## src/hw/rtl/hfd_pkg.sv

```systemverilog
// Package for the humidity/temperature frame decoder.
// Holds byte position codes, CRC-8 constants and fold function, scaling constants
// and the frame type. No dependencies.
package hfd_pkg;

   localparam logic [2:0] POS_TEMP_MSB = 3'd0;
   localparam logic [2:0] POS_TEMP_LSB = 3'd1;
   localparam logic [2:0] POS_TEMP_CRC = 3'd2;
   localparam logic [2:0] POS_HUM_MSB  = 3'd3;
   localparam logic [2:0] POS_HUM_LSB  = 3'd4;
   localparam logic [2:0] POS_HUM_CRC  = 3'd5;

   localparam logic [7:0] CRC_INIT = 8'hFF;
   localparam logic [7:0] CRC_POLY = 8'h31;

   localparam logic [14:0] TEMP_SPAN   = 15'd17500;
   localparam logic [15:0] TEMP_OFFSET = 16'd4500;
   localparam logic [13:0] HUM_SPAN    = 14'd12500;
   localparam logic [13:0] HUM_OFFSET  = 14'd600;
   localparam logic [13:0] HUM_MAX     = 14'd10000;
   localparam logic [13:0] HUM_TOP_RAW = 14'd10600;

   typedef struct packed {
      logic [15:0] temp_word;
      logic [15:0] hum_word;
      logic        crc_ok;
   } frame_type;

   // CRC-8, MSB first, one byte folded into the running value
   function automatic logic [7:0] crc_fold(input logic [7:0] crc, input logic [7:0] data);
      logic [7:0] v;
      v = crc ^ data;
      for (int k = 0; k < 8; k++) begin
         v = v[7] ? ((v << 1) ^ CRC_POLY) : (v << 1);
      end
      return v;
   endfunction

endpackage

```

## src/hw/rtl/hfd_if.sv

```systemverilog
// Valid/ready channel interfaces of the frame decoder.
// Depends on nothing; used by all modules.
interface hfd_req_if;
   logic       valid;
   logic       ready;
   logic [7:0] data_byte;
   logic       frame_start;
   modport source(output valid, data_byte, frame_start, input ready);
   modport sink(input valid, data_byte, frame_start, output ready);
endinterface

interface hfd_rsp_if;
   logic               valid;
   logic               ready;
   logic signed [14:0] temperature_centi;
   logic        [13:0] humidity_centi;
   logic               reading_valid;
   modport source(output valid, temperature_centi, humidity_centi, reading_valid, input ready);
   modport sink(input valid, temperature_centi, humidity_centi, reading_valid, output ready);
endinterface

```

## src/hw/rtl/hfd_assembler.sv

```systemverilog
// Byte tracking, running CRC check and word capture for the frame decoder.
// Depends on hfd_pkg and hfd_req_if; hands a finished frame on through a register.
module hfd_assembler (
   input  logic               clock,
   input  logic               reset,
   hfd_req_if.sink            req_ch,
   output logic               frame_valid,
   output hfd_pkg::frame_type frame,
   input  logic               frame_ready
);

   logic [2:0]         pos_ff, pos_in;
   logic [7:0]         crc_ff, crc_in;
   logic [15:0]        temp_word_ff, temp_word_in;
   logic [15:0]        hum_word_ff, hum_word_in;
   logic               temp_ok_ff, temp_ok_in;
   logic               frame_valid_ff, frame_valid_in;
   hfd_pkg::frame_type frame_ff, frame_in;

   logic       accept;
   logic [2:0] pos_eff;
   logic [7:0] base;
   logic [7:0] fold;

   assign req_ch.ready = !frame_valid_ff || frame_ready;
   assign accept       = req_ch.valid && req_ch.ready;

   assign pos_eff = (req_ch.frame_start || pos_ff > hfd_pkg::POS_HUM_CRC) ?
                    hfd_pkg::POS_TEMP_MSB : pos_ff;
   assign base    = (pos_eff == hfd_pkg::POS_TEMP_MSB || pos_eff == hfd_pkg::POS_HUM_MSB) ?
                    hfd_pkg::CRC_INIT : crc_ff;
   assign fold    = hfd_pkg::crc_fold(base, req_ch.data_byte);

   always_comb begin
      pos_in       = pos_ff;
      crc_in       = crc_ff;
      temp_word_in = temp_word_ff;
      hum_word_in  = hum_word_ff;
      temp_ok_in   = temp_ok_ff;
      if (accept) begin
         pos_in = pos_eff + 3'd1;
         unique case (pos_eff)
            hfd_pkg::POS_TEMP_MSB: begin
               temp_word_in[15:8] = req_ch.data_byte;
               crc_in             = fold;
            end
            hfd_pkg::POS_TEMP_LSB: begin
               temp_word_in[7:0] = req_ch.data_byte;
               crc_in            = fold;
            end
            hfd_pkg::POS_TEMP_CRC: begin
               temp_ok_in = (base == req_ch.data_byte);
               crc_in     = hfd_pkg::CRC_INIT;
            end
            hfd_pkg::POS_HUM_MSB: begin
               hum_word_in[15:8] = req_ch.data_byte;
               crc_in            = fold;
            end
            hfd_pkg::POS_HUM_LSB: begin
               hum_word_in[7:0] = req_ch.data_byte;
               crc_in           = fold;
            end
            default: begin
               crc_in = hfd_pkg::CRC_INIT;
               pos_in = hfd_pkg::POS_TEMP_MSB;
            end
         endcase
      end
   end

   always_comb begin
      frame_in.temp_word = temp_word_ff;
      frame_in.hum_word  = hum_word_ff;
      frame_in.crc_ok    = temp_ok_ff && (base == req_ch.data_byte);
      if (accept && pos_eff == hfd_pkg::POS_HUM_CRC) begin
         frame_valid_in = 1'b1;
      end else if (frame_ready) begin
         frame_valid_in = 1'b0;
      end else begin
         frame_valid_in = frame_valid_ff;
      end
   end

   always_ff @(posedge clock) begin
      if (reset) begin
         pos_ff         <= hfd_pkg::POS_TEMP_MSB;
         crc_ff         <= hfd_pkg::CRC_INIT;
         temp_ok_ff     <= 1'b0;
         frame_valid_ff <= 1'b0;
      end else begin
         pos_ff         <= pos_in;
         crc_ff         <= crc_in;
         temp_ok_ff     <= temp_ok_in;
         frame_valid_ff <= frame_valid_in;
      end
   end

   always_ff @(posedge clock) begin
      temp_word_ff <= temp_word_in;
      hum_word_ff  <= hum_word_in;
      if (accept && pos_eff == hfd_pkg::POS_HUM_CRC) begin
         frame_ff <= frame_in;
      end
   end

   assign frame_valid = frame_valid_ff;
   assign frame       = frame_ff;

   a_pos_range: assert property (@(posedge clock) disable iff (reset)
      pos_ff <= hfd_pkg::POS_HUM_CRC)
      else $error("byte position out of range");

   a_frame_end: assert property (@(posedge clock) disable iff (reset)
      accept && pos_eff == hfd_pkg::POS_HUM_CRC |=>
         pos_ff == hfd_pkg::POS_TEMP_MSB && crc_ff == hfd_pkg::CRC_INIT && frame_valid_ff)
      else $error("frame end did not restart position or post frame");

   a_frame_hold: assert property (@(posedge clock) disable iff (reset)
      frame_valid_ff && !frame_ready |=> frame_valid_ff && $stable(frame_ff))
      else $error("stalled frame changed");

endmodule

```

## src/hw/rtl/hfd_scaler.sv

```systemverilog
// Scales the checked words to centi-degrees and centi-percent.
// Depends on hfd_pkg and hfd_rsp_if. Multiply stage, then divide-by-65535,
// offset and clamp into the result register.
module hfd_scaler (
   input  logic               clock,
   input  logic               reset,
   input  logic               frame_valid,
   input  hfd_pkg::frame_type frame,
   output logic               frame_ready,
   hfd_rsp_if.source          rsp_ch
);

   logic [30:0] prod_t_ff;
   logic [29:0] prod_h_ff;
   logic        prod_ok_ff;
   logic        prod_valid_ff, prod_valid_in;

   logic               out_valid_ff, out_valid_in;
   logic signed [14:0] temp_ff, temp_in;
   logic        [13:0] hum_ff, hum_in;
   logic               ok_ff;

   logic        prod_adv, out_adv;
   logic [31:0] sum_t;
   logic [30:0] sum_h;
   logic [14:0] q_t;
   logic [13:0] q_h;
   logic [15:0] t_diff;

   assign out_adv     = !out_valid_ff || rsp_ch.ready;
   assign prod_adv    = !prod_valid_ff || out_adv;
   assign frame_ready = prod_adv;

   assign prod_valid_in = prod_adv ? frame_valid : prod_valid_ff;
   assign out_valid_in  = out_adv ? prod_valid_ff : out_valid_ff;

   // floor(x / 65535) = (x + (x >> 16) + 1) >> 16 for quotients below 65536
   assign sum_t  = 32'(prod_t_ff) + 32'(prod_t_ff[30:16]) + 32'd1;
   assign sum_h  = 31'(prod_h_ff) + 31'(prod_h_ff[29:16]) + 31'd1;
   assign q_t    = sum_t[30:16];
   assign q_h    = sum_h[29:16];
   assign t_diff = 16'(q_t) - hfd_pkg::TEMP_OFFSET;

   always_comb begin
      temp_in = '0;
      hum_in  = '0;
      if (prod_ok_ff) begin
         temp_in = t_diff[14:0];
         if (q_h < hfd_pkg::HUM_OFFSET) begin
            hum_in = '0;
         end else if (q_h > hfd_pkg::HUM_TOP_RAW) begin
            hum_in = hfd_pkg::HUM_MAX;
         end else begin
            hum_in = q_h - hfd_pkg::HUM_OFFSET;
         end
      end
   end

   always_ff @(posedge clock) begin
      if (reset) begin
         prod_valid_ff <= 1'b0;
         out_valid_ff  <= 1'b0;
      end else begin
         prod_valid_ff <= prod_valid_in;
         out_valid_ff  <= out_valid_in;
      end
   end

   always_ff @(posedge clock) begin
      if (prod_adv && frame_valid) begin
         prod_t_ff  <= 31'(hfd_pkg::TEMP_SPAN) * 31'(frame.temp_word);
         prod_h_ff  <= 30'(hfd_pkg::HUM_SPAN) * 30'(frame.hum_word);
         prod_ok_ff <= frame.crc_ok;
      end
      if (out_adv && prod_valid_ff) begin
         temp_ff <= temp_in;
         hum_ff  <= hum_in;
         ok_ff   <= prod_ok_ff;
      end
   end

   assign rsp_ch.valid             = out_valid_ff;
   assign rsp_ch.temperature_centi = temp_ff;
   assign rsp_ch.humidity_centi    = hum_ff;
   assign rsp_ch.reading_valid     = ok_ff;

   a_bad_zero: assert property (@(posedge clock) disable iff (reset)
      out_valid_ff && !ok_ff |-> temp_ff == '0 && hum_ff == '0)
      else $error("failed reading carries nonzero values");

   a_hum_range: assert property (@(posedge clock) disable iff (reset)
      out_valid_ff |-> hum_ff <= hfd_pkg::HUM_MAX)
      else $error("humidity above clamp");

   a_no_drop: assert property (@(posedge clock) disable iff (reset)
      prod_valid_ff && !out_adv |=> prod_valid_ff && $stable(prod_t_ff))
      else $error("product stage lost an item under stall");

endmodule

```

## src/hw/rtl/humidity_temp_frame_decoder_unit.sv

```systemverilog
// Humidity/temperature frame decoder, top level.
// The accepted sixth byte of a frame passes the frame, product and result
// registers. Throughput: one byte per cycle unless the output stalls; the CRC
// fold is combinational; multiply and divide-by-65535 are two pipeline stages.
// Reset (synchronous, active high): byte position 0, CRC 0xFF, pipeline empty.
// Depends on hfd_pkg, hfd_if, hfd_assembler and hfd_scaler.
module humidity_temp_frame_decoder_unit (
   input  logic        clock,
   input  logic        reset,
   hfd_req_if.sink     req_ch,
   hfd_rsp_if.source   rsp_ch
);

   logic               frame_valid;
   logic               frame_ready;
   hfd_pkg::frame_type frame;

   hfd_assembler u_assembler (
      .clock       (clock),
      .reset       (reset),
      .req_ch      (req_ch),
      .frame_valid (frame_valid),
      .frame       (frame),
      .frame_ready (frame_ready)
   );

   hfd_scaler u_scaler (
      .clock       (clock),
      .reset       (reset),
      .frame_valid (frame_valid),
      .frame       (frame),
      .frame_ready (frame_ready),
      .rsp_ch      (rsp_ch)
   );

endmodule

```

## src/flat_wrapper.sv

```systemverilog
// flat-port wrapper written by rule: the top's interface ports become plain ports
module humidity_temp_frame_decoder_unit_flat 
  (clock, reset, req_ch_valid, req_ch_data_byte, req_ch_frame_start, req_ch_ready, rsp_ch_valid, rsp_ch_temperature_centi, rsp_ch_humidity_centi, rsp_ch_reading_valid, rsp_ch_ready);
  hfd_req_if req_ch_i ();
  hfd_rsp_if rsp_ch_i ();
  input  logic clock;
  input  logic reset;
  input wire logic [$bits(req_ch_i.valid)-1:0] req_ch_valid;
  input wire logic [$bits(req_ch_i.data_byte)-1:0] req_ch_data_byte;
  input wire logic [$bits(req_ch_i.frame_start)-1:0] req_ch_frame_start;
  output wire logic [$bits(req_ch_i.ready)-1:0] req_ch_ready;
  output wire logic [$bits(rsp_ch_i.valid)-1:0] rsp_ch_valid;
  output wire logic [$bits(rsp_ch_i.temperature_centi)-1:0] rsp_ch_temperature_centi;
  output wire logic [$bits(rsp_ch_i.humidity_centi)-1:0] rsp_ch_humidity_centi;
  output wire logic [$bits(rsp_ch_i.reading_valid)-1:0] rsp_ch_reading_valid;
  input wire logic [$bits(rsp_ch_i.ready)-1:0] rsp_ch_ready;
  assign req_ch_i.valid = req_ch_valid;
  assign req_ch_i.data_byte = req_ch_data_byte;
  assign req_ch_i.frame_start = req_ch_frame_start;
  assign req_ch_ready = req_ch_i.ready;
  assign rsp_ch_valid = rsp_ch_i.valid;
  assign rsp_ch_temperature_centi = rsp_ch_i.temperature_centi;
  assign rsp_ch_humidity_centi = rsp_ch_i.humidity_centi;
  assign rsp_ch_reading_valid = rsp_ch_i.reading_valid;
  assign rsp_ch_i.ready = rsp_ch_ready;
  humidity_temp_frame_decoder_unit u_core (.clock(clock), .reset(reset), .req_ch(req_ch_i), .rsp_ch(rsp_ch_i));
endmodule
```

## config.mk

```make
export PLATFORM = sky130hd
export DESIGN_NAME = humidity_temp_frame_decoder_unit_flat
export DESIGN_NICKNAME = d
export VERILOG_FILES = /design/src/hw/rtl/hfd_pkg.sv /design/src/hw/rtl/hfd_if.sv /design/src/hw/rtl/hfd_assembler.sv /design/src/hw/rtl/hfd_scaler.sv /design/src/hw/rtl/humidity_temp_frame_decoder_unit.sv /design/src/flat_wrapper.sv
export SDC_FILE = /design/constraint.sdc
export NUM_CORES = 1
export LEC_CHECK = 0
export ABC_CLOCK_PERIOD_IN_PS = 8090
export BUFFER_PORTS_ARGS = -buffer_cell sky130_fd_sc_hd__buf_2
export CORE_ASPECT_RATIO = 1.1
export CORE_MARGIN = 5
export CORE_UTILIZATION = 46
export DETAILED_ROUTE_END_ITERATION = 8
export PLACE_DENSITY = 0.62
export SYNTH_ARGS = -nofsm -noshare
export SYNTH_HDL_FRONTEND = slang
export SYNTH_SLANG_ARGS = --single-unit
```

## constraint.sdc

```tcl
create_clock -name clock -period 8.09 [get_ports clock]
set_input_delay 1.2135 -clock clock [delete_from_list [all_inputs] [get_ports clock]]
set_output_delay 1.2135 -clock clock [all_outputs]
set_load 0.01 [all_outputs]
```

Word level (Yosys, flattened, before mapping)
Cells that the tools add are included.
{"block": "op_classes", "n_mux": 15, "n_mul": 2, "magnitude_cmp": 3, "n_eq_ne": 6, "addsub": 7, "reduce_logical": 24, "bitwise_logic": 10}
{"op": "$mux 6", "count": 8}
{"op": "$add 31x1->31 const B", "count": 1}
{"op": "$add 31x15->31", "count": 1}
{"op": "$add 30x1->30 const B", "count": 1}
{"op": "$add 30x14->30", "count": 1}
{"op": "$mul 13x16->29 const A", "count": 1}
{"op": "$mul 12x16->28 const A", "count": 1}
{"op": "$not 3->3", "count": 8}
{"op": "$mux 8", "count": 2}
{"op": "$sub 15x13->15 const B", "count": 1}
{"op": "$gt 14x14->1 const B", "count": 1}
{"op": "$lt 14x10->1 const B", "count": 1}
{"op": "$mux 14", "count": 1}
{"op": "$sub 14x10->14 const B", "count": 1}
{"op": "$reduce_and 2->1", "count": 5}
{"op": "$eq 8x8->1", "count": 1}
{"op": "$xor 8x8->8", "count": 1}
{"op": "$eq 3x2->1 const B", "count": 2}
{"op": "$eq 3x3->1 const B", "count": 2}
{"op": "$mux 3", "count": 2}
{"op": "$logic_and 1x1->1", "count": 5}
{"op": "$logic_or 1x1->1", "count": 5}
{"op": "$reduce_or 5->1", "count": 1}
{"op": "$reduce_or 4->1", "count": 1}
{"op": "other kinds (10)", "count": 13}
{"block": "totals", "out_inout_bits": 32, "word_cells": 87, "input_bits": 13, "reg_bits": 168}

Depth between registers and ports, before layout
Gate-level depths: netlist of run 1.
{"block": "logic_depth", "depth_word": 24, "depth_mapped": 19, "mapped_depth_nobuf": 19}

By module
A second synthesis of run 1 with hierarchy kept.
{"block": "hier_totals", "cells_unflattened": 1301, "hier_area_um2": 14169.8}
{"module": "hfd_scaler", "area_each_um2": 11135.7, "cells_each": 1097, "seq_area_each_um2": 2682.6, "instances": 1}
{"module": "hfd_assembler", "area_each_um2": 3034.2, "cells_each": 204, "seq_area_each_um2": 2212.1, "instances": 1}

Least setup slack after synthesis of run 1
OpenSTA, ideal clock, no wires.
{"block": "synth_timing", "path_type": "input to register", "startpoint": "in rsp_ch_ready", "endpoint": "reg u_core.u_scaler.prod_h_ff[10], enable pin", "required_time_ps": 7527, "n_path_buf": 0, "arrival_time_ps": 5530, "stages": 2, "setup_ps": 563, "slack_ps": 1997, "cell_sequence": "nor2b_1 > a21boi_0"}
{"block": "synth_via", "elab_chain_cells": 3}
{"element": "from (decl)", "line_no": "flat_wrapper.sv:16", "text": "input wire logic [$bits(rsp_ch_i.ready)-1:0] rsp_ch_ready;"}
{"element": "$logic_or 1x1->1", "line_no": "hfd_scaler.sv:30", "text": "assign out_adv = !out_valid_ff || rsp_ch.ready;"}
{"element": "$logic_or 1x1->1", "line_no": "hfd_scaler.sv:31", "text": "assign prod_adv = !prod_valid_ff || out_adv;"}
{"element": "$logic_and 1x1->1", "line_no": "hfd_scaler.sv:70", "text": "if (prod_adv && frame_valid) begin"}
{"element": "to (signal assigned)", "line_no": "hfd_scaler.sv:72", "text": "prod_h_ff <= 30'(hfd_pkg::HUM_SPAN) * 30'(frame.hum_word);"}
{"element": "to (decl)", "line_no": "hfd_scaler.sv:14", "text": "logic [29:0] prod_h_ff;"}
Every way passes these cells.
A chain may end at the register's enable or synchronous reset.

Worst setup path in the final report of run 1
{"block": "layout_timing", "startpoint": "reg u_core.u_assembler.frame_ff (netlist bit u_core.u_assembler.frame[26])", "endpoint": "reg u_core.u_scaler.prod_t_ff[29] (data pin)"}
{"block": "layout_via", "elab_chain_cells": 1}
{"element": "from (decl)", "line_no": "hfd_assembler.sv:18", "text": "hfd_pkg::frame_type frame_ff, frame_in;"}
{"element": "from (signal assigned)", "line_no": "hfd_assembler.sv:102", "text": "frame_ff <= frame_in;"}
{"element": "$mul 13x16->29", "line_no": "hfd_scaler.sv:71", "text": "prod_t_ff <= 31'(hfd_pkg::TEMP_SPAN) * 31'(frame.temp_word);"}
{"element": "to (signal assigned)", "line_no": "hfd_scaler.sv:71"}
{"element": "to (decl)", "line_no": "hfd_scaler.sv:13", "text": "logic [30:0] prod_t_ff;"}
Every way passes these cells.

==> qor_table.md, run 1 <==
| Step | Quantity | Value |
| --- | --- | --- |
| yosys | Yosys warning count | 0 |
| worst setup path | Startpoint type of the worst setup path | flop |
| worst setup path | Data arrival at the endpoint of the critical path | 5.53 ns |
| yosys | Area share of the largest cell type after synthesis | 0.319 |
| yosys | Combined area of all synthesized cells | 14400 um^2 |
| detailed routing | Routed WL per cell | 15.2 um |
| cts | Inserted Clock Buffers | 17 |
| sta | Highest clock frequency the design can meet | 187 MHz |
| floorplan | Total I/O pin count | 45 |
| pwr | Power per Cell Area | 118 nW/um^2 |
| sta | Total negative slack | 0 ns |
| placement | Placer Congestion | 0.908 |
| yosys | Synthesized area per cell | 10.7 um^2 |
| yosys | Count of unique library cells instantiated by Yosys | 80 |
| layout | Layout area overhead | 9.06% |
| global routing | Maximum number of pins on one net before global-route repair | 59 |
| global routing | Routing usage on met1 | 0.225 |
| worst setup path | Type of the worst setup path | reg2reg |
| layout | Area of all sequential standard cells | 4890 um^2 |
| worst hold path | Worst min-delay path category | reg2reg |
| sta | Portion of the clock cycle consumed by the worst path in the final layout | 0.662 |
| yosys | Number of storage elements in the synthesis netlist | 168 |
| cts | CTS tree | built |
| yosys | Number of instances in the synthesized netlist | 1344 |
| layout | Fraction of layout cells with a size suffix above 1 | 0.0824 |
| global routing | Antenna violations before repair | 0 |
| cts | Clock latency reported for the late side of the worst-skew pair | 0.43 ns |
| pwr | LEAKAGE | 7.13 nW |
| layout | Filler Cells Inserted | 2862 |
| worst setup path | Critical Path End | u_core.u_scaler.prod_t_ff[29] |
| worst setup path | R2R depth | 16 |
| detailed routing | DRC | 0 |
| yosys | Count of flip-flops with a built-in enable after synthesis | 153 |
| yosys | Share of synthesized flip-flops with an asynchronous set or reset | 0 |
| worst setup path | Top fanout value on the critical path | 6 |
| worst setup path | Crit. End Element | flop |
| sta | Transition time at the pin with the least slew margin | 0.836 ns |
| placement | HPWL reported at the end of detailed placement | 22500 um |
| floorplan | Die Span Y | 196 um |
| worst setup path | Crit path required time | 8.26 ns |
| global routing | Wire length of the first global-routing pass | 47000 um |
| cts | Resized Gates After CTS | 0 |
| sta | Final setup vio count | 0 |
| cts | Clock root buffer master | clkbuf_16 |
| detailed routing | Via count normalized by instance count | 5.12 |
| floorplan | Area of the core region | 31100 um^2 |
| cts | Setup Buffers After CTS | 0 |
| detailed routing | Drt initial violations | 473 |
| global routing | Met3 demand-to-capacity share in global routing | 0.0242 |
| sta | Final critical path time including I/O delays and setup | 5.35 ns |
| yosys | Main area contributors after synthesis | edfxtp_1, ha_1, fa_1 |
| placement | DP Area | 15100 um^2 |
| floorplan | Initial core utilization | 0.463 |
| global routing | Grt met2 use | 0.273 |
| cts | Clk buf depth | 2 |
| layout | Antenna diodes | 0 |
| yosys | Share of the yosys chip area belonging to registers | 0.340 |
| cts | H-tree lvl count | 4 |
| layout | Final Net Count | 1731 |
| pwr | Maximum ir drop on the vdd rail | 0.0000971 V |
| floorplan | Die extent in x | 179 um |
| worst setup path | Worst reg2reg setup slack | 2.74 ns |
| global routing | Total gr overflow | 0 |
| placement | Input/output buffers | 44 |
| global routing | Busiest grt layer | met2 |
| yosys | Post-synth top flop | edfxtp_1 |
| global routing | All-Layer GR Usage | 0.165 |
| sta | Max-slew violation count | 0 |
| yosys | Syn nets | 1681 |
| worst setup path | Beginning of the worst register-to-register path | u_core.u_assembler.frame[26] |
| floorplan | Placement row count | 68 |
| yosys | Post-synthesis cell type with the largest combined area | edfxtp_1 |
| worst setup path | Critical Path Start | u_core.u_assembler.frame[26] |
| detailed routing | Detailed-route wire length | 27700 um |
| cts | Sinks on the clock net | 168 |
| sta | Number of failing hold endpoints at the final stage | 0 |
| detailed routing | Pre-Repair DR Iteration Count | 5 |
| run status | Run status | finished, final reports clean |
| cts | Number of buffers added to fix hold violations after cts | 0 |
| cts | Clock-pin transition on the worst setup and hold timing paths | 0.07 ns |
| floorplan | Die area | 35000 um^2 |
| detailed routing | DR vias | 9355 |
| yosys | Count leader, synth | ha_1 |
| sta | Setup clock skew after layout | 0.0165 ns |
| layout | Final non-filler cell area | 15700 um^2 |
| sta | Slew Limit Headroom | 0.439 |
| worst setup path | Worst R2R End | u_core.u_scaler.prod_t_ff[29] |
| global routing | Number of global-route vias before repair | 9545 |
| sta | RSZ-0062 raised after global routing | false |
| layout | Area taken by multi-input logic gates | 8580 um^2 |
| flow run | Max-cap violation count | 0 |
| yosys | Top post-synthesis cells by count | ha_1, inv_1, edfxtp_1, fa_1, a21oi_1 |
| detailed routing | Count of nets left with antenna violations after detail routing | 0 |
==> layout by cell type (no fill, tap or decap), types with 15 or more instances in the layout <==
cell / instances
nand3_1: 20
a21oi_1: 75
xor2_1: 31
fa_1: 81
o21ai_0: 34
nand2b_1: 16
xnor2_1: 60
dfxtp_1: 15
a21o_1: 23
nand2_1: 60
and3_1: 16
nor2_1: 58
buf_2: 44
nand4_1: 15
edfxtp_1: 153
ha_1: 243
nor3_1: 25
inv_1: 228
clkbuf_16: 17
==> power breakdown <==
part / switching (W) / internal [W] / total, W
Clock: 0.000353 / 0.000483 / 0.000836
Sequential: 0.00000691 / 0.000947 / 0.000954
Combinational: 0.0000352 / 0.0000273 / 0.0000624
==> flip-flops by register name, summed over array words and instances, names as in the netlist, 3 cells and up <==
name / cells
u_core.u_assembler.pos_ff: 3
u_core.u_assembler.hum_word_ff: 16
u_core.u_scaler.prod_t_ff: 29
u_core.u_scaler.rsp_ch.humidity_centi: 14
u_core.u_scaler.prod_h_ff: 28
u_core.u_scaler.rsp_ch.temperature_centi: 15
u_core.u_assembler.crc_ff: 8
u_core.u_assembler.temp_word_ff: 16
u_core.u_assembler.frame: 33
==> kinds of logic (layout without fill, tap and decap cells) <==
group | after synthesis | in the layout | synth area share
multiplexers | 4 | 4 | 0.00278
AND/OR/NAND/NOR | 270 | 270 | 0.0985
adder cells (fa/ha/maj) | 325 | 325 | 0.324
buffers and inverters | 245 | 308 | 0.0653
flip-flops | 168 | 168 | 0.340
AO/OA/AOI/OAI | 240 | 240 | 0.113
XOR/XNOR | 92 | 92 | 0.0565
==> worst min-delay path by stage <==
| stage | end | cells after the start | from | slack [ns] |
|---|---|---|---|---|
| 6_report | u_core.u_assembler.frame[30] | 0 | u_core.u_assembler.temp_word_ff[13] | 0.42 |
| 5_1_grt | u_core.u_assembler.frame[29] | 0 | u_core.u_assembler.temp_word_ff[12] | 0.43 |
| 3_3_place_gp | u_core.u_assembler.frame[8] | 0 | u_core.u_assembler.hum_word_ff[7] | 0.40 |
| 4_1_cts | u_core.u_assembler.frame[30] | 0 | u_core.u_assembler.temp_word_ff[13] | 0.42 |
| 2_1_floorplan | u_core.u_assembler.frame[10] | 0 | u_core.u_assembler.hum_word_ff[9] | 0.40 |
| 3_5_place_dp | u_core.u_assembler.frame[29] | 0 | u_core.u_assembler.temp_word_ff[12] | 0.40 |
==> cell type report <==
| type | instances | share of cell area |
|---|---|---|
| well taps | 420 | 0.0335 |
| inverters | 229 | 0.0547 |
| flip-flops and latches | 168 | 0.312 |
| multi-input cells | 931 | 0.546 |
| repair buffers | 47 | 0.0155 |
| clock inverters | 12 | 0.00876 |
| clock buffers | 20 | 0.0297 |
==> per-stage QoR <==
stage / setup slack [ns] / hold slack [ns] / utilization / instances / total power (W)
after floorplan: 2.00 / 0.400 / - / 1344 / 0.00102
after CTS: 2.71 / 0.419 / 0.504 / 1827 / 0.00188
after detailed placement: 2.73 / 0.405 / 0.485 / 1795 / 0.00104
after global routing: 2.40 / 0.429 / 0.504 / 1827 / 0.00192
final: 2.74 / 0.418 / 0.504 / 1827 / 0.00185
after global placement: 2.86 / 0.402 / 0.485 / 1795 / 0.00103
==> per-layer routing <==
layer	up-vias	part of all wire
li1	4797	-
met1	4360	0.48
met2	156	0.47
met3	42	0.032
met4	0	0.020
met5	-	0
==> critical path, stage by stage (launching register included) <==
cell,delay [ns]
edfxtp_1,0.54
ha_1,0.36
fa_1,0.47
ha_1,0.32
fa_1,0.49
inv_1,0.06
fa_1,0.53
inv_1,0.04
ha_1,0.20
or3_1,0.43
o2111ai_1,0.26
a21oi_1,0.17
a22o_1,0.26
or4_1,0.40
a31oi_1,0.27
o21ai_0,0.15
xor2_1,0.15
Power figures use the tool's default switching activity.
==> run 2: changes to the inputs <==
--- a/config.mk
+++ b/config.mk
@@ -5,7 +5,7 @@
 export SDC_FILE = /design/constraint.sdc
 export NUM_CORES = 1
 export LEC_CHECK = 0
-export ABC_CLOCK_PERIOD_IN_PS = 8090
+export ABC_CLOCK_PERIOD_IN_PS = 5300
 export BUFFER_PORTS_ARGS = -buffer_cell sky130_fd_sc_hd__buf_2
 export CORE_ASPECT_RATIO = 1.1
 export CORE_MARGIN = 5
==> constraint.sdc (replaced) <==
create_clock -name clock -period 5.3 [get_ports clock]
set_input_delay 0.795 -clock clock [delete_from_list [all_inputs] [get_ports clock]]
set_output_delay 0.795 -clock clock [all_outputs]
set_load 0.01 [all_outputs]
==> qor_table.md, run 2 (same netlist as run 1, synthesis figures left out) <==
| Step | Quantity | Value |
| --- | --- | --- |
| layout | Most common library cell in the layout ignoring fill and taps | ha_1 |
| global routing | Antenna violations before repair | 0 |
| sta | Number of failing hold endpoints at the final stage | 0 |
| cts | Clock root buffer master | clkbuf_16 |
| sta | Max-slew violation count | 0 |
| detailed routing | Via count normalized by instance count | 5.14 |
| worst setup path | Ordered list of cells on the worst path | ha_1 > fa_1 > ha_1 > fa_1 > inv_1 > fa_1 > inv_1 > ha_1 > or3_4 > o2111ai_2 > a21oi_1 > a22o_1 > or4_1 > a31oi_2 > o21ai_0 > xor2_1 |
| cts | Number of buffers added to fix hold violations after cts | 0 |
| cts | Clk buf depth | 2 |
| worst setup path | Bufs and invs on worst path | 2 |
| detailed routing | Detailed-route wire length | 27900 um |
| worst setup path | Cell family contributing the most delay on the critical path | adder cells |
| cts | Clock-pin transition on the worst setup and hold timing paths | 0.07 ns |
| sta | Slew Limit Headroom | 0.237 |
| floorplan | Initial core utilization | 0.463 |
| detailed routing | Pre-Repair DR Iteration Count | 5 |
| placement | DP Cell Count | 1804 |
| cts | CTS tree | built |
| worst setup path | Top fanout value on the critical path | 4 |
| worst setup path | Crit. End Element | flop |
| pwr | Maximum ir drop on the vdd rail | 0.000191 V |
| cts | Inserted Clock Buffers | 17 |
| global routing | Wire length of the first global-routing pass | 47000 um |
| placement | HPWL reported at the end of detailed placement | 22500 um |
| layout | Final Net Count | 1747 |
| cts | Clock latency reported for the late side of the worst-skew pair | 0.44 ns |
| sta | Final critical path time including I/O delays and setup | 5.15 ns |
| worst setup path | Crit path required time | 5.48 ns |
| sta | Setup clock skew after layout | 0.0153 ns |
| pwr | Power per Cell Area | 176 nW/um^2 |
| global routing | Total gr overflow | 0 |
| placement | Input/output buffers | 44 |
| detailed routing | DRC | 0 |
| layout | Final core occ | 0.509 |
| layout | Layout area overhead | 10.0% |
| floorplan | Die extent in x | 179 um |
| pwr | LEAKAGE | 7.21 nW |
| worst setup path | Data arrival at the endpoint of the critical path | 5.33 ns |
| layout | Flip-flop count of the largest register, all copies and words added | 33 |
| floorplan | Die area | 35000 um^2 |
| layout | Leading cell types in the layout, fill and taps excluded | ha_1, inv_1, edfxtp_1, fa_1, a21oi_1 |
| sta | Highest clock frequency the design can meet | 194 MHz |
| floorplan | Total I/O pin count | 45 |
| global routing | Number of global-route vias before repair | 9547 |
| sta | Final setup vio count | 0 |
| layout | Fraction of layout cells with a size suffix above 1 | 0.0991 |
| worst setup path | Max stage delay cell, worst path | fa_1 |
| global routing | Maximum number of pins on one net before global-route repair | 59 |
| worst setup path | Highest cell delay on the worst timing path | 0.53 ns |
| sta | Worst hold margin | 0.419 ns |
| layout | Final non-filler cell total | 1843 |
| floorplan | Die Span Y | 196 um |
| flow run | Max-cap violation count | 0 |
| floorplan | Area of the core region | 31100 um^2 |
| detailed routing | Drt initial violations | 450 |
| sta | Portion of the clock cycle consumed by the worst path in the final layout | 0.972 |
| cts | H-tree lvl count | 4 |
| sta | RSZ-0062 raised after global routing | true |
| sta | Transition time at the pin with the least slew margin | 1.14 ns |
| worst hold path | Worst min-delay path category | reg2reg |
| worst setup path | Startpoint type of the worst setup path | flop |
| detailed routing | Routed WL per cell | 15.1 um |
| detailed routing | DR vias | 9470 |
| run status | Run status | finished, final reports clean |
| placement | Placer Congestion | 0.894 |
| global routing | All-Layer GR Usage | 0.166 |
| detailed routing | Count of nets left with antenna violations after detail routing | 0 |
| layout | Antenna diodes | 0 |
| floorplan | Placement row count | 68 |
| cts | Sinks on the clock net | 168 |
| worst setup path | Type of the worst setup path | reg2reg |
run 2: changes by cell type in the layout (fill, tap and decap cells not counted), moves of 3 or more:
cell | previous run | this run
clkinv_4 | 1 | 4
buf_4 | 3 | 19
inv_8 | 0 | 5
ha_1 | 243 | 240
clkbuf_8 | 3 | 0
clkinvlp_4 | 4 | 0
run 2: power by group:
part           internal (W)  switching (W)  total (W)  leakage, nW
Combinational     0.0000416      0.0000532  0.0000948         5.41
Sequential          0.00144      0.0000110    0.00146         1.51
Clock              0.000629       0.000608    0.00124        0.287
run 2: worst paths after layout:
check | to | slack [ns] | cells past startpoint | startpoint
hold / removal | u_core.u_assembler.frame[25] | 0.42 | 0 | u_core.u_assembler.temp_word_ff[8]
hold reg to reg | u_core.u_assembler.frame[25] | 0.42 | 0 | u_core.u_assembler.temp_word_ff[8]
setup reg to reg | u_core.u_scaler.prod_t_ff[29] | 0.15 | 16 | u_core.u_assembler.frame[25]
setup / recovery | u_core.u_scaler.prod_t_ff[29] | 0.15 | 16 | u_core.u_assembler.frame[25]
run 2: final cells by class:
| cell class | instances | area (um^2) |
|---|---|---|
| clock buffer | 17 | 425 |
| clock inverter | 15 | 153 |
| fill | 2819 | 15300 |
| inverter | 229 | 860 |
| multi-input combinational | 931 | 8620 |
| sequential | 168 | 4890 |
| tap | 420 | 526 |
| timing repair buffer | 63 | 363 |
run 2: metal layers:
layer	track usage	wire length, um	up-vias
li1	-	-	4838
met1	0.228	13400	4430
met2	0.273	13100	153
met3	0.0180	774	49
met4	0.0580	680	0
met5	0	0	-
run 2: what timing repair did:
item | CTS | global route
endpoints found under the hold margin | 0 | 0
gates resized for setup | 0 | 9
endpoints found under the setup margin | 0 | 4
setup buffers | 0 | 7
run 2: metrics by stage:
step | area (um^2) | TNS, ns | power [W] | setup slack, ns
after CTS | 15800 | 0 | 0.00282 | 0.0420
after global placement | 15200 | 0 | 0.00158 | 0.132
after global routing | 15800 | -0.0814 | 0.00289 | -0.0495
after floorplan | 14400 | 0 | 0.00155 | 0.285
after detailed placement | 15200 | 0 | 0.00158 | 0.0691
final | 15800 | 0 | 0.00279 | 0.146
run 2: worst reg2reg max path: cells and delay by family (launching register included):
family / cells / cell delay (ns)
adder cells (fa/ha/maj): 6 / 2.36
flip-flops: 1 / 0.46
AO/OA/AOI/OAI: 5 / 1.00
buffers and inverters: 2 / 0.10
XOR/XNOR: 1 / 0.15
AND/OR/NAND/NOR: 2 / 0.82
